<file path="src/rtl/qrs_sqrt_cell.sv">
// One cell of the square root chain: settles one root bit from two radicand bits.
`timescale 1ns / 1ps
`default_nettype none
module qrs_sqrt_cell #(
   parameter int SW     = 33,
   parameter int SIDE_W = 54
) (
   input  wire logic              clock,
   input  wire logic              reset,
   input  wire logic              en,
   input  wire logic              in_valid,
   input  wire logic [SW+1:0]     in_rem,
   input  wire logic [SW-1:0]     in_root,
   input  wire logic [2*SW-1:0]   in_rad,
   input  wire logic [SIDE_W-1:0] in_side,
   output logic                   out_valid,
   output logic [SW+1:0]          out_rem,
   output logic [SW-1:0]          out_root,
   output logic [2*SW-1:0]        out_rad,
   output logic [SIDE_W-1:0]      out_side
);
   logic              valid_ff;
   logic [SW+1:0]     rem_ff, rem_in;
   logic [SW-1:0]     root_ff, root_in;
   logic [2*SW-1:0]   rad_ff;
   logic [SIDE_W-1:0] side_ff;
   logic [SW+2:0]     shifted, trial, diff;
   logic              take;

   always_comb begin
      shifted = {in_rem[SW:0], in_rad[2*SW-1 -: 2]};
      trial   = {1'b0, in_root, 2'b01};
      diff    = shifted - trial;
      take    = shifted >= trial;
      rem_in  = take ? diff[SW+1:0] : shifted[SW+1:0];
      root_in = {in_root[SW-2:0], take};
   end

   always_ff @(posedge clock) begin
      if (reset) begin
         valid_ff <= 1'b0;
      end else if (en) begin
         valid_ff <= in_valid;
      end
   end

   always_ff @(posedge clock) begin
      if (en) begin
         rem_ff  <= rem_in;
         root_ff <= root_in;
         rad_ff  <= {in_rad[2*SW-3:0], 2'b00};
         side_ff <= in_side;
      end
   end

   assign out_valid = valid_ff;
   assign out_rem   = rem_ff;
   assign out_root  = root_ff;
   assign out_rad   = rad_ff;
   assign out_side  = side_ff;
endmodule
`default_nettype wire

</file>
<file path="config.mk">
export PLATFORM = sky130hd
export DESIGN_NAME = qrs_sqrt_cell
export DESIGN_NICKNAME = d
export VERILOG_FILES = /design/src/rtl/qrs_sqrt_cell.sv
export SDC_FILE = /design/constraint.sdc
export NUM_CORES = 1
export LEC_CHECK = 0
export ABC_CLOCK_PERIOD_IN_PS = 4690
export BUFFER_PORTS_ARGS = -buffer_cell sky130_fd_sc_hd__buf_2
export CORE_AREA = 8 8 140 142
export DETAILED_ROUTE_END_ITERATION = 16
export DIE_AREA = 0 0 148 150
export HOLD_SLACK_MARGIN = 0.06
export PLACE_DENSITY = 0.81
export SLEW_MARGIN = 20
export SYNTH_ARGS = -nofsm -noshare
export SYNTH_HDL_FRONTEND = slang
export SYNTH_SLANG_ARGS = --single-unit
</file>
<file path="constraint.sdc">
create_clock -name clock -period 4.69 [get_ports clock]
set_input_delay 0.469 -clock clock [delete_from_list [all_inputs] [get_ports clock]]
set_output_delay 0.469 -clock clock [all_outputs]
set_load 0.05 [all_outputs]
</file>
; Yosys cells after proc, flatten, opt, wreduce, memory -nomap -nowiden
; Index checks and enable logic that the tools add are counted.
[classes]
n_mux = 1
mul = 0
div_mod_pow = 0
n_eq_ne = 0
bitwise_logic = 0
reduce_logical = 0
add_sub_neg = 1
shift = 0
order_cmp = 1
[ops]
columns = op, count
row1 = $ge A36 B35 Y1, 1
row2 = $mux W35, 1
row3 = $sub A35 B35 Y35, 1
[totals]
mem_count = 0
inputBits = 192
reg_bits = 187
mem_bits_ro = 0
output_inout_bits = 189
wordCells = 8
latchBits = 0
ram_bits = 0

; Depth between registers and ports, before layout
[depth]
ltp_word = 2
depth_mapped = 13
ltp_nobuf = 11

; Worst setup path before layout
; Ideal clock, no wire load.
[synth_timing]
path_type = input port to flip-flop
start = input port in_root[7]
end = register rem_ff[10], in the netlist out_rem[10], data pin
stages = 12
required_time_ns = 4.430
n_path_buf = 1
setup_ns = 0.260
slack_ns = 1.474
t_arrival_ns = 2.955
cell_sequence = inv_1 > ha_1 > a21o_1 > a21o_1 > a21o_1 > a211o_1 > a31o_4 > a41o_1 > a21oi_4 > o41ai_4 > buf_6 > mux2_4
[synth_between]
elab_chain_cells = 2
elab_cells_between_ends = 3
cone_classes = 1 x add/sub / 1 x order compare / 1 x mux
[synth_rtl]
columns = item, line
row1 = start: declaration, 13  ; input wire logic [SW-1:0] in_root,
row2 = $sub A35 B35 Y35 or $ge A36 B35 Y1 (tied branches), "33, 34"
row3 = $mux W35 (*), 35  ; rem_in = take ? diff[SW+1:0] : shifted[SW+1:0];
row4 = via rem_in[10], 23  ; logic [SW+1:0] rem_ff, rem_in;
row5 = end signal: assignment, 49  ; rem_ff <= rem_in;
row6 = end: declaration, 23
; The timed path passes the listed nets; every way through them passes the cells marked *.
; A chain may end at the register's enable or synchronous reset.

; Final worst setup path
[layout_timing]
start = input port in_root[1]
end = register rem_ff[3], in the netlist out_rem[3], data pin
; Same word-level chain as after synthesis.

==> flow_metrics.env <==
export IMPL_die_w_um=148
export IMPL_post_synth_cell_area_avg_um2=15.3
export IMPL_overflow=0
export IMPL_skew_ns=0
export IMPL_cts_setup_buffers=0
export IMPL_ant_nets=0
export IMPL_grt_setup_unrepaired="no"
export IMPL_synth_top_family_by_area="compound AO/OA/AOI/OAI gates"
export IMPL_hold_violations=0
export IMPL_critical_path_class="in -> reg"
export IMPL_cts_path_max_buffers=2
export IMPL_crit_fanout=25
export IMPL_synth_mux_area_share_pct=5.76
export IMPL_cts_buffers=17
export IMPL_yosysTopAreaCell="edfxtp_1"
export IMPL_wl_met3_um=2620
export IMPL_max_vdd_ir_drop_v=0.000241
export IMPL_setup_viol=0
export IMPL_hold_buffers=0
export IMPL_num_rows=49
export IMPL_timing_final_ws_setup_ns=1.27
export IMPL_worstSetupStartpointType="input pin"
export IMPL_crit_slowest_cell="o41ai_4"
export IMPL_synth_area_top_cells="edfxtp_1, ha_1, mux2_4"
export IMPL_period_share_pct=73.0
export IMPL_grt_antenna_before_repair=8
export IMPL_static_leakage_power_nw=4.96
export IMPL_finalPower_w=0.00482
export IMPL_clock_sinks=187
export IMPL_cp_slowest_stage_delay_ns=0.53
export IMPL_synth_xor_area_share_pct=3.52
export IMPL_drc=0
export IMPL_cts_resized=0
export IMPL_wl_met1_um=9420
export IMPL_area_delta_synth_final_pct=33.8
export IMPL_synth_ff_type="edfxtp_1"
export IMPL_crit_arrival_ns=3.60
export IMPL_maxCapViolCount=0
export IMPL_drt_first_pass_iters=5
export IMPL_synth_simple_area_share_pct=5.14
export IMPL_tns_ns=0
export IMPL_first_global_vias=6027
export IMPL_r2r_slack_ns=4.09
export IMPL_critPathBufInv=4
export IMPL_crit_family="compound AO/OA/AOI/OAI gates"
export IMPL_synth_seq_area_share_pct=68.3
export IMPL_synthArstFlopShare_pct=0
export IMPL_h_tree_depth=4
export IMPL_status="complete, no violations"
export IMPL_portBuffers=377
export IMPL_synth_edff_count=186
export IMPL_ioPinCount=381
export IMPL_routedWlPerCell_um=22.2
export IMPL_wl_met2_um=13000
export IMPL_grt_total_usage_pct=22.3
export IMPL_root_buffer="clkbuf_16"
export IMPL_synth_compound_area_share_pct=8.91
export IMPL_final_layout_size_suffix_gt1_share_pct=48.2
export IMPL_vias=6093
export IMPL_yosys_register_bits=187
export IMPL_whs_ns=0.197
export IMPL_p_per_area_nw_per_um2=439
export IMPL_dp_slack_ns=0.549
export IMPL_slew_headroom_pct=42.7
export IMPL_via_per_inst=5.20
export IMPL_routed_wl_um=26000
export IMPL_min_path_type="in -> reg"
export IMPL_crit_chain="buf_2 > inv_1 > ha_1 > o21ai_1 > a21oi_1 > nor4_1 > nor2_4 > a31o_4 > a41o_1 > a21oi_4 > o41ai_4 > buf_6 > buf_12 > mux2_2"
export IMPL_ys_types=56
export IMPL_grt_max_degree=107
export IMPL_cts_tree="built"
export IMPL_place_congestion=0.907
export IMPL_synthAdderAreaFrac_pct=5.33
export IMPL_final_nets=1153
export IMPL_fmax_mhz=292
export IMPL_initialDrtViolationCount=498
export IMPL_highest_layer="met5"
export IMPL_clock_latency_ns=0.42
export IMPL_worst_slew_pin_slew_ns=0.860
export IMPL_syn_area_um2=8210
export IMPL_core_area_um2=17500
export IMPL_grt_pass1_wl_um=36900
export IMPL_initial_core_util_pct=46.8
export IMPL_period_needed_ns=3.42
export IMPL_yosysTopAreaCellShare_pct=68.0
export IMPL_cp_end_kind="flip-flop"
export IMPL_drv_slew=0
export IMPL_clk_pin_slew_worst_paths_ns=0.08
export IMPL_die_h_um=150
export IMPL_final_core_util_pct=62.7
export IMPL_dp_hpwl_um=20700
export IMPL_synthCells=537
export IMPL_yosys_warnings=0
export IMPL_required_ns=4.87
export IMPL_dieArea_um2=22200
[Yosys cell counts, types with 2 or more instances]
master / count
edfxtp_1: 186
xnor2_1: 23
nand4_1: 5
nor4_1: 3
a21o_1: 13
nand3_1: 6
mux2i_1: 3
a211oi_1: 4
or3_1: 4
nand2_1: 27
nor2_1: 19
mux2_2: 6
nor3_1: 4
o211ai_1: 2
a211o_1: 2
o21bai_1: 7
a31oi_1: 4
nand2b_1: 4
and2_1: 4
o31ai_1: 5
and4_1: 2
or2_2: 2
buf_4: 2
and3_1: 2
buf_6: 3
inv_1: 46
clkbuf_1: 7
o31a_1: 2
o21ai_0: 11
ha_1: 35
a21oi_1: 34
o21a_1: 2
xor2_1: 10
mux2_4: 25
nor2b_1: 2
[power by group]
part	internal (W)	switching, W	leakage (nW)	total [W]
Clock	0.000808	0.000670	0.290	0.00148
Combinational	0.000365	0.000916	2.84	0.00128
Sequential	0.00203	0.0000374	1.83	0.00206
Total	0.00320	0.00162	4.96	0.00482
[cells in the final DEF, fill, tap and decap left out, drive strengths merged, types with 13 or more instances in the layout]
cell type | synthesis | routed
buf | 5 | 380
ha | 35 | 35
clkbuf | 7 | 18
a21oi | 35 | 35
nand2 | 27 | 27
a21o | 13 | 13
xnor2 | 23 | 23
nor2 | 20 | 20
edfxtp | 186 | 186
inv | 46 | 53
mux2 | 31 | 31
[final timing paths]
check                           startpoint    endpoint  cells past startpoint
worst min-delay path                 reset   out_valid                      2
worst max register to register   out_valid   out_valid                      2
worst min register to register   out_valid   out_valid                      2
worst max-delay path            in_root[1]  out_rem[3]                     14
[through the flow]
stage,instance area (µm²),instances
final,11000,1172
after global routing,11000,1169
after CTS,11000,1166
after detailed placement,10400,1135
after global placement,10400,1135
after floorplan,8210,538
[registers in the layout, summed over array words and instances (netlist names)]
signal and cells:
out_root 33, out_valid 1, out_side 54, out_rem 35
out_rad 64
[per-layer routing]
layer / GRT usage [%] / up-vias
met4: 10.1 / 10
met1: 25.2 / 2924
met5: 0 / -
li1: - / 2800
met2: 37.2 / 302
met3: 8.53 / 57
[cell families (layout without fill, tap and decap cells)]
family                   after synthesis  count (layout)
AO/OA/AOI/OAI                        103             103
flip-flops                           187             187
other                                  1               7
AND/OR/NAND/NOR                       86              86
buffers and inverters                 58             458
adder cells (fa/ha/maj)               35              35
multiplexers                          34              34
XOR/XNOR                              33              33
[area by class of cell]
class	instances	area, µm²
Multi-Input combinational cell	293	2360
Tap cell	229	287
Inverter	46	173
Fill cell	1346	6550
Sequential cell	187	5610
Clock inverter	14	180
Clock buffer	17	425
Timing Repair Buffer	381	1940
Antenna cell	5	12.5
Power figures use the tool's default switching activity.
