File: config.mk
export PLATFORM = sky130hd
export DESIGN_NAME = qrs_div_cell
export DESIGN_NICKNAME = d
export VERILOG_FILES = /design/src/rtl/qrs_div_cell.sv
export SDC_FILE = /design/constraint.sdc
export NUM_CORES = 1
export LEC_CHECK = 0
export ABC_AREA = 0
export BUFFER_PORTS_ARGS = -buffer_cell sky130_fd_sc_hd__buf_2
export CORE_AREA = 4 4 136 138
export CTS_CLUSTER_SIZE = 25
export DETAILED_ROUTE_END_ITERATION = 8
export DIE_AREA = 0 0 140 142
export GPL_ROUTABILITY_DRIVEN = 1
export PLACE_DENSITY = 0.68
export SYNTH_ARGS = -nofsm -noshare
export SYNTH_HDL_FRONTEND = slang
export SYNTH_SLANG_ARGS = --single-unit
File: constraint.sdc
create_clock -name clock -period 7.1 [get_ports clock]
set_clock_uncertainty 0.1 [all_clocks]
set_input_delay 0.71 -clock clock [delete_from_list [all_inputs] [get_ports clock]]
set_output_delay 0.71 -clock clock [all_outputs]
set_load 0.03 [all_outputs]
File: src/rtl/qrs_div_cell.sv
// One cell of the divider chain: one quotient bit for each of two numerators.
`timescale 1ns / 1ps
`default_nettype none
module qrs_div_cell #(
   parameter int NW     = 34,
   parameter int DW     = 17,
   parameter int SIDE_W = 4
) (
   input  wire logic              clock,
   input  wire logic              reset,
   input  wire logic              en,
   input  wire logic              in_valid,
   input  wire logic [DW-1:0]     in_den,
   input  wire logic [DW-1:0]     in_rem1,
   input  wire logic [NW-1:0]     in_num1,
   input  wire logic [DW-1:0]     in_rem2,
   input  wire logic [NW-1:0]     in_num2,
   input  wire logic [SIDE_W-1:0] in_side,
   output logic                   out_valid,
   output logic [DW-1:0]          out_den,
   output logic [DW-1:0]          out_rem1,
   output logic [NW-1:0]          out_num1,
   output logic [DW-1:0]          out_rem2,
   output logic [NW-1:0]          out_num2,
   output logic [SIDE_W-1:0]      out_side
);
   logic              valid_ff;
   logic [DW-1:0]     den_ff, rem1_ff, rem2_ff, rem1_in, rem2_in;
   logic [NW-1:0]     num1_ff, num2_ff;
   logic [SIDE_W-1:0] side_ff;
   logic [DW:0]       r1, r2, d1, d2, den_x;
   logic              q1, q2;

   always_comb begin
      den_x   = {1'b0, in_den};
      r1      = {in_rem1, in_num1[NW-1]};
      r2      = {in_rem2, in_num2[NW-1]};
      d1      = r1 - den_x;
      d2      = r2 - den_x;
      q1      = r1 >= den_x;
      q2      = r2 >= den_x;
      rem1_in = q1 ? d1[DW-1:0] : r1[DW-1:0];
      rem2_in = q2 ? d2[DW-1:0] : r2[DW-1:0];
   end

   always_ff @(posedge clock) begin
      if (reset) begin
         valid_ff <= 1'b0;
      end else if (en) begin
         valid_ff <= in_valid;
      end
   end

   always_ff @(posedge clock) begin
      if (en) begin
         den_ff  <= in_den;
         rem1_ff <= rem1_in;
         rem2_ff <= rem2_in;
         num1_ff <= {in_num1[NW-2:0], q1};
         num2_ff <= {in_num2[NW-2:0], q2};
         side_ff <= in_side;
      end
   end

   assign out_valid = valid_ff;
   assign out_den   = den_ff;
   assign out_rem1  = rem1_ff;
   assign out_num1  = num1_ff;
   assign out_rem2  = rem2_ff;
   assign out_num2  = num2_ff;
   assign out_side  = side_ff;
endmodule
`default_nettype wire

[Word-level counts from Yosys, hierarchy flattened]
Cells that the tools add are included.
Operators by class
  add/subtract/negate cells: 2
  magnitude comparators: 2
  muxes and demuxes: 2
Operators with widths (number)
  $ge A18 B17 Y1: 2
  $mux W17: 2
  $sub A17 B17 Y17: 2
Word-level totals
  register bits: 124
  bits of input ports: 127
  output and inout port bits: 124
  word-level logic and storage cells: 13

[Logic depth before layout (Yosys ltp)]
Gate-level depths: netlist (run 1).
  depth in word-level cells: 2
  mapped depth: 12
  depth with buffers taken out: 11

[Worst setup path after synthesis (run 1)]
Ideal clock, no wire load.
  path kind: input to register
  start: input port in_num2[33]
  end: register rem2_ff[12] (netlist: out_rem2[12]), data pin
  library setup time: 0.260 ns
  arrival time: 2.670 ns
  data required time: 6.740 ns
  path slack: 4.070 ns
  stages on the path: 11
  buffers on the path: 1
  path through: inv_1 > ha_1 > inv_1 > fa_1 > a21o_1 > and2_1 > o31a_1 > o21ai_4 > inv_2 > buf_6 > mux2_4
On the way
  cells in the longest elaborated chain, start to end: 2
  elaborated cells between the ends (all ways): 3
  those cells by class: add/sub (1); order compare (1); mux (1)
Ends and longest elaborated chain
  from (decl): line 17  | input wire logic [NW-1:0] in_num2,
  $ge A18 B17 Y1: line 41  | q2 = r2 >= den_x;
  named net q2: line 32  | logic q1, q2;
  $mux W17: line 43  | rem2_in = q2 ? d2[DW-1:0] : r2[DW-1:0];
  named net rem2_in[12]: line 28  | logic [DW-1:0] den_ff, rem1_ff, rem2_ff, rem1_in, rem2_in;
  to (signal assigned): line 58  | rem2_ff <= rem2_in;
  to (decl): line 28
The timed path passes the listed nets, and every way through them passes these cells.
A chain may end at the register's enable or synchronous reset.

[Final worst setup path (run 1)]
  start: input port in_den[0]
  end: register rem2_ff[14] (netlist: out_rem2[14]), data pin
On the way
  cells in the longest elaborated chain, start to end: 2
  elaborated cells between the ends (all ways): 3
  those cells by class: add/sub (1); order compare (1); mux (1)
Ends and longest elaborated chain
  from (decl): line 13  | input wire logic [DW-1:0] in_den,
  $sub A17 B17 Y17 or $ge A18 B17 Y1 (tied branches): line 39, 41
  $mux W17 *: line 43
  named net rem2_in[14]: line 28
Mark *: on every way through the listed nets, which the timed path passes. The rest lies on a longest branch.

==> impl_metrics.json, run 1 <==
{
  "drt-initial-drc-count": 265,
  "layout_common_cells": "249 x buf_2, 123 x edfxtp_1, 34 x nand2_1, 34 x ha_1, 26 x a21oi_1",
  "ys_ff_latch": 124,
  "fin_crit_ns": 3.135,
  "synth_nets": 607,
  "die_x_um": 140,
  "hold_viol": 0,
  "io_pins": 251,
  "critPathLaunchType": "input port",
  "place_congestion": 0.8969,
  "min_period_over_period_pct": 44.16,
  "yosys_warnings": 0,
  "drt-pass1-iter-count": 4,
  "p_per_area_nw_per_um2": 290.8,
  "grt_usage_pct": 17.45,
  "worstPathMaxFanout": 18,
  "p_leak_uw": 0.003546,
  "grt_pass1_vias": 4501,
  "synthArstFlopShare_pct": 0,
  "synth-edff-count": 123,
  "worstPathRequired_ns": 7.16,
  "ys.flop_type": "edfxtp_1",
  "routed_wl_um": 17670,
  "core_um2": 17180,
  "cts_max_level": 4,
  "viasPerCell": 4.891,
  "drcViolationCount": 0,
  "layout-area-overhead-vs-synth_pct": 35.16,
  "tns_ns": 0,
  "cts.sinks": 124,
  "cts_buffer_depth": 2,
  "relSlewSlack_pct": 33.05,
  "cts_made_buffers": 17,
  "worstSkewPairLatency_ns": 0.40,
  "endpoint_kind": "flip-flop",
  "fill_cells": 1580,
  "path_class": "in2reg",
  "grt_pass1_wl_um": 26250,
  "ys_seq_area_share_pct": 61.86,
  "wire_per_inst_um": 18.75,
  "vias": 4607,
  "path_clk_slew_ns": 0.06,
  "final_max_slew_viol_count": 0,
  "grt_remaining_overflow": 0,
  "setup_viol": 0,
  "post-cts-setup-buffers": 0,
  "antenna_found_initial": 4,
  "arrival_ns": 3.19,
  "hp-class": "in2reg",
  "ctsHoldBuffers": 0,
  "layout.nets": 866,
  "fin_util_pct": 47.24,
  "holdWs_ns": 0.3535,
  "start_util_pct": 34.95,
  "maxCapViolCount": 0,
  "r2r_slack_ns": 6.42,
  "dp_cells": 909,
  "finalPower_uw": 2360,
  "ctsResizeCount": 0,
  "rows": 48,
  "ir_drop_uv": 151.3,
  "synthDistinctLibCells": 61,
  "grt_max_degree": 80,
  "timing.fmax_ghz": 0.3190,
  "hpwl_um": 13960,
  "synth_area_um2": 6003,
  "antenna_left": 0,
  "fin_cells": 942,
  "clockRootBuffer": "clkbuf_16",
  "final_common_cell": "buf_2",
  "dieArea_um2": 19880,
  "avgSynthCellArea_um2": 13.52,
  "rsz0062_at_grt": "no",
  "drive_gt1_share_pct": 43.99,
  "cts_tree": "yes",
  "fp.dieH_um": 142,
  "synth_cells": 444,
  "tightestPinTransition_ns": 1.004,
  "io_buffers": 250,
  "outcome": "finished clean"
}
-- state kept, by name, summed over array words and instances, names as in the netlist --
signal     flops
out_den       17
out_num1      34
out_num2      34
out_rem1      17
out_rem2      17
out_side       4
out_valid      1
-- cell families after synthesis --
group | count (synthesis) | synth area share (%)
DFF | 124 | 61.86
and+or+nand+nor | 93 | 7.503
AOI/OAI and AO/OA | 112 | 12.90
xor gates and xnor gates | 19 | 2.772
adders and majority gates | 36 | 7.753
muxes | 22 | 4.356
buffers and inverters | 38 | 2.855
-- final timing paths --
| kind | cells after the start | startpoint | endpoint |
|---|---|---|---|
| min | 2 | reset | out_valid |
| max | 10 | in_den[0] | out_rem2[14] |
| max reg2reg | 2 | out_valid | out_valid |
| min reg2reg | 2 | out_valid | out_valid |
-- synthesized netlist by cell type (2+ instances only) --
library cell    n  area share, %
a31oi_1         3           0.31
a21o_1         15            1.9
nor3_1          3           0.25
edfxtp_1      123             62
inv_1          25            1.6
fa_1            2           0.67
clkbuf_1        3           0.19
nand2_1        34            2.1
a2111oi_0       3           0.44
and2_1          4           0.42
or2_2           3           0.31
xor2_1          3           0.44
nand3_1        13            1.1
nor2b_1         3           0.31
buf_2           5           0.42
nor2_1         17            1.1
and3_1          2           0.21
ha_1           34            7.1
o21bai_1        2           0.25
a21oi_1        26            2.2
o31a_1          2           0.29
a311oi_1        2           0.29
xnor2_1        16            2.3
mux2_4          4            1.0
buf_6           3           0.56
and4_1          4           0.58
nand4_1         2           0.21
inv_2           2           0.13
mux2_2         17            3.2
o21a_1         10            1.3
o21ai_0        18            1.5
o211ai_1        2           0.25
nor3b_1         3           0.38
a211oi_1        4           0.50
o31ai_1         6           0.75
-- power breakdown --
group          switching (uW)  total (uW)  internal, uW
Clock                     339         936           597
Combinational             334         511           176
Sequential               17.2         913           896
-- area by class of cell --
cell class,instances,area (um2),area share (%)
Inverter,27,101.3,1.249
Antenna cell,1,2.502,0.03084
Timing Repair Buffer,251,1261,15.54
Clock buffer,18,429.2,5.289
Sequential cell,124,3714,45.77
Tap cell,225,281.5,3.470
Multi-Input combinational cell,282,2118,26.11
Clock inverter,14,206.4,2.544
-- layer usage --
metal	routed length (um)	global-route usage, %
met4	137	4.640
met5	22	0
met3	1471	6.250
met2	8837	30.01
met1	7197	20.96
-- worst max-delay path: stages --
cell,delay (ns)
buf_2,0.16
ha_1,0.19
inv_1,0.05
fa_1,0.39
a21o_1,0.21
and2_1,0.18
o31a_1,0.29
o21ai_4,0.41
inv_2,0.25
mux2_4,0.35
-- through the flow --
| step | worst slack (ns) | instance area, um2 |
|---|---|---|
| floorplan | 4.070 | 6003 |
| global placement | 3.598 | 7476 |
| detailed placement | 3.534 | 7476 |
| CTS | 3.960 | 8112 |
| global route | 3.814 | 8114 |
| finish | 3.965 | 8114 |
Note: power is estimated with default switching activity, not from simulation.
==> run 2: changes to the inputs <==
==> config.mk (replaced) <==
export PLATFORM = sky130hd
export DESIGN_NAME = qrs_div_cell
export DESIGN_NICKNAME = d
export VERILOG_FILES = /design/src/rtl/qrs_div_cell.sv
export SDC_FILE = /design/constraint.sdc
export NUM_CORES = 1
export LEC_CHECK = 0
export ABC_AREA = 1
export BUFFER_PORTS_ARGS = -buffer_cell sky130_fd_sc_hd__buf_2
export CORE_AREA = 4 4 143 145
export CTS_CLUSTER_SIZE = 25
export DETAILED_ROUTE_END_ITERATION = 8
export DIE_AREA = 0 0 147 149
export GPL_ROUTABILITY_DRIVEN = 1
export PLACE_DENSITY = 0.67
export SYNTH_ARGS = -nofsm -noshare
export SYNTH_HDL_FRONTEND = slang
export SYNTH_SLANG_ARGS = --single-unit
==> constraint.sdc (replaced) <==
create_clock -name clock -period 3 [get_ports clock]
set_clock_uncertainty 0.1 [all_clocks]
set_input_delay 0.3 -clock clock [delete_from_list [all_inputs] [get_ports clock]]
set_output_delay 0.3 -clock clock [all_outputs]
set_load 0.03 [all_outputs]
==> run 2 against run 1 <==
Final cell count is 42% higher. Via count up 29%. First-iteration DRC count up 34%. Core utilization grew 2.9 points. Non-clock buffer count up 92. Synthesized cell count grew 58%. Global-route usage increased by 1.8 points. Critical path type unchanged. Highest routed layer is now met4.
==> impl_metrics.json, run 2 <==
{
  "synth-edff-count": 123,
  "final_max_slew_viol_count": 0,
  "start_util_pct": 34.35,
  "r2r_slack_ns": 2.32,
  "grt_max_degree": 56,
  "grt_pass1_wl_um": 32260,
  "hold_end": "out_valid",
  "cts_tree": "yes",
  "drt-pass1-iter-count": 4,
  "cp_slowest_cell": "dlygate4sd3_1",
  "hold_path_startpoint": "in_valid",
  "worstPathRequired_ns": 3.07,
  "ys_ff_latch": 124,
  "layout_common_cells": "250 x nand2_1, 249 x buf_2, 123 x edfxtp_1",
  "reg2reg_to": "out_valid",
  "synth_area_um2": 6598,
  "fin_util_pct": 50.12,
  "drcViolationCount": 0,
  "relSlewSlack_pct": 56.24,
  "ys.flop_type": "edfxtp_1",
  "min_period_over_period_pct": 83.58,
  "drt-initial-drc-count": 355,
  "vias": 5928,
  "endpoint_kind": "flip-flop",
  "cts_made_buffers": 17,
  "path_clk_slew_ns": 0.06,
  "hpwl_um": 15660,
  "layout.nets": 1219,
  "die_x_um": 147,
  "synthTopCellsByCount": "250 x nand2_1, 123 x edfxtp_1, 113 x inv_1",
  "timing.rr.start": "out_valid",
  "ys_top_cells_by_area": "edfxtp_1 56%, nand2_1 14%, ha_1 6.4%",
  "place_congestion": 0.9067,
  "outcome": "finished clean",
  "tightestPinTransition_ns": 0.6565,
  "synthDistinctLibCells": 35,
  "post-synth-top-area-cell": "edfxtp_1",
  "layout-area-overhead-vs-synth_pct": 45.91,
  "drive_gt1_share_pct": 30.71,
  "routed_wl_um": 21230,
  "io_pins": 251,
  "rows": 51,
  "grt_pass1_vias": 5882,
  "cpMostUsedCell": "nand2_1",
  "hold_viol": 0,
  "cts_buffer_depth": 2,
  "p_per_area_nw_per_um2": 573.1,
  "setup_viol": 0,
  "ff2ff_path_depth": 2,
  "p_leak_uw": 0.004855,
  "fill_cells": 1779,
  "tns_ns": 0,
  "worstPathMaxFanout": 18,
  "final_common_cell": "nand2_1",
  "arrival_ns": 2.57,
  "path_class": "in2reg",
  "rsz0062_at_grt": "no",
  "hp-class": "in2reg",
  "fp.dieH_um": 149,
  "wire_per_inst_um": 15.91,
  "slowest_delay_ns": 0.52,
  "antenna_found_initial": 1,
  "core_um2": 19210,
  "critPathLaunchType": "input port",
  "grt_usage_pct": 19.27,
  "synth_cells": 700,
  "worstHoldPathCells": 3,
  "path_cells": "dlygate4sd3_1, buf_2, inv_1, fa_1, nand2_1, nand2_1, nand3_2, nand2_2, nand2_1, nand2_2, nand2_4, nand2_4, nand2_1, nand2_1",
  "yosys_warnings": 0,
  "cts.sinks": 124,
  "ir_drop_uv": 340.2,
  "ys_seq_area_share_pct": 56.29,
  "io_buffers": 250,
  "clockRootBuffer": "clkbuf_16",
  "fin_crit_ns": 2.507,
  "viasPerCell": 4.444,
  "timing.fmax_ghz": 0.3988,
  "cts_max_level": 4,
  "synth_most_common_cell": "nand2_1",
  "synth_nets": 863,
  "antenna_left": 0,
  "synthArstFlopShare_pct": 0,
  "grt_remaining_overflow": 0,
  "worstSkewPairLatency_ns": 0.42,
  "maxCapViolCount": 0,
  "synth_top_area_share_pct": 55.98,
  "avgSynthCellArea_um2": 9.425,
  "dieArea_um2": 21900
}
==> run 2: power breakdown <==
part | switching [uW] | leakage (uW) | total (uW) | internal [uW]
registers | 44.8 | 0.00121 | 2160 | 2110
logic | 897 | 0.00336 | 1350 | 453
clock network | 789 | 0.000287 | 2010 | 1220
==> run 2: area by class of cell <==
class | count | area, um2 | share of cell area (%)
timing repair buffer | 343 | 2182 | 22.67
sequential | 124 | 3714 | 38.58
antenna | 1 | 2.502 | 0.02599
tap | 265 | 331.6 | 3.444
inverter | 119 | 446.7 | 4.640
clock inverter | 14 | 146.4 | 1.521
clock buffer | 17 | 425.4 | 4.419
multi-input combinational | 451 | 2379 | 24.71
==> run 2: worst max-delay path: cells and delay by family <==
| family | cells | cell delay [ns] |
|---|---|---|
| adders and majority gates | 1 | 0.48 |
| and+or+nand+nor | 10 | 1.04 |
| buffers and inverters | 3 | 0.74 |
==> run 2: cells by family (layout without fill, tap and decap cells) <==
logic type / Yosys count / after routing / synth area share (%)
other: 0 / 1 / 0
XOR/XNOR: 14 / 14 / 1.859
buffers and inverters: 125 / 493 / 7.662
multiplexers: 1 / 1 / 0.1517
flip-flops: 124 / 124 / 56.29
AO/OA/AOI/OAI: 21 / 21 / 1.745
adder cells (fa/ha/maj): 36 / 36 / 7.055
AND/OR/NAND/NOR: 379 / 379 / 25.24
==> run 2: timing repair <==
action,4_1_cts,5_1_grt
endpoints found under the hold margin,87,0
buffers inserted,0,0
hold buffers,87,0
resized for setup,0,0
==> run 2: per-layer routing <==
layer  GRT usage, %  routed length (um)  share of wire [%]
met1          22.12                8251                 39
met2          35.19               11040                 52
met3          4.831                1460                6.9
met4          6.384                 482                2.3
met5              0                   0                  0
==> run 2: worst max-delay path by stage <==
stage	slack [ns]	end	cells past startpoint	startpoint
2_1_floorplan	0.92	out_rem1[5]	15	in_num1[33]
3_3_place_gp	0.63	out_rem1[12]	14	in_den[0]
3_5_place_dp	0.54	out_rem1[13]	14	in_den[0]
4_1_cts	0.46	out_rem1[13]	14	in_den[1]
5_1_grt	0.31	out_rem1[14]	14	in_den[1]
6_report	0.49	out_rem1[14]	14	in_den[1]
==> run 2: metrics by stage <==
stage / cell area [um2] / hold WS [ns] / setup WS [ns] / power, uW / std cells
final: 9627 / 0.02899 / 0.4926 / 5517 / 1334
after global routing: 9627 / 0.01546 / 0.3117 / 5783 / 1334
after CTS: 9624 / 0.01375 / 0.4640 / 5568 / 1333
after detailed placement: 8182 / 0.3630 / 0.5370 / 3453 / 1215
after global placement: 8182 / 0.3576 / 0.6315 / 3443 / 1215
after floorplan: 6598 / 0.2724 / 0.9247 / 3019 / 700
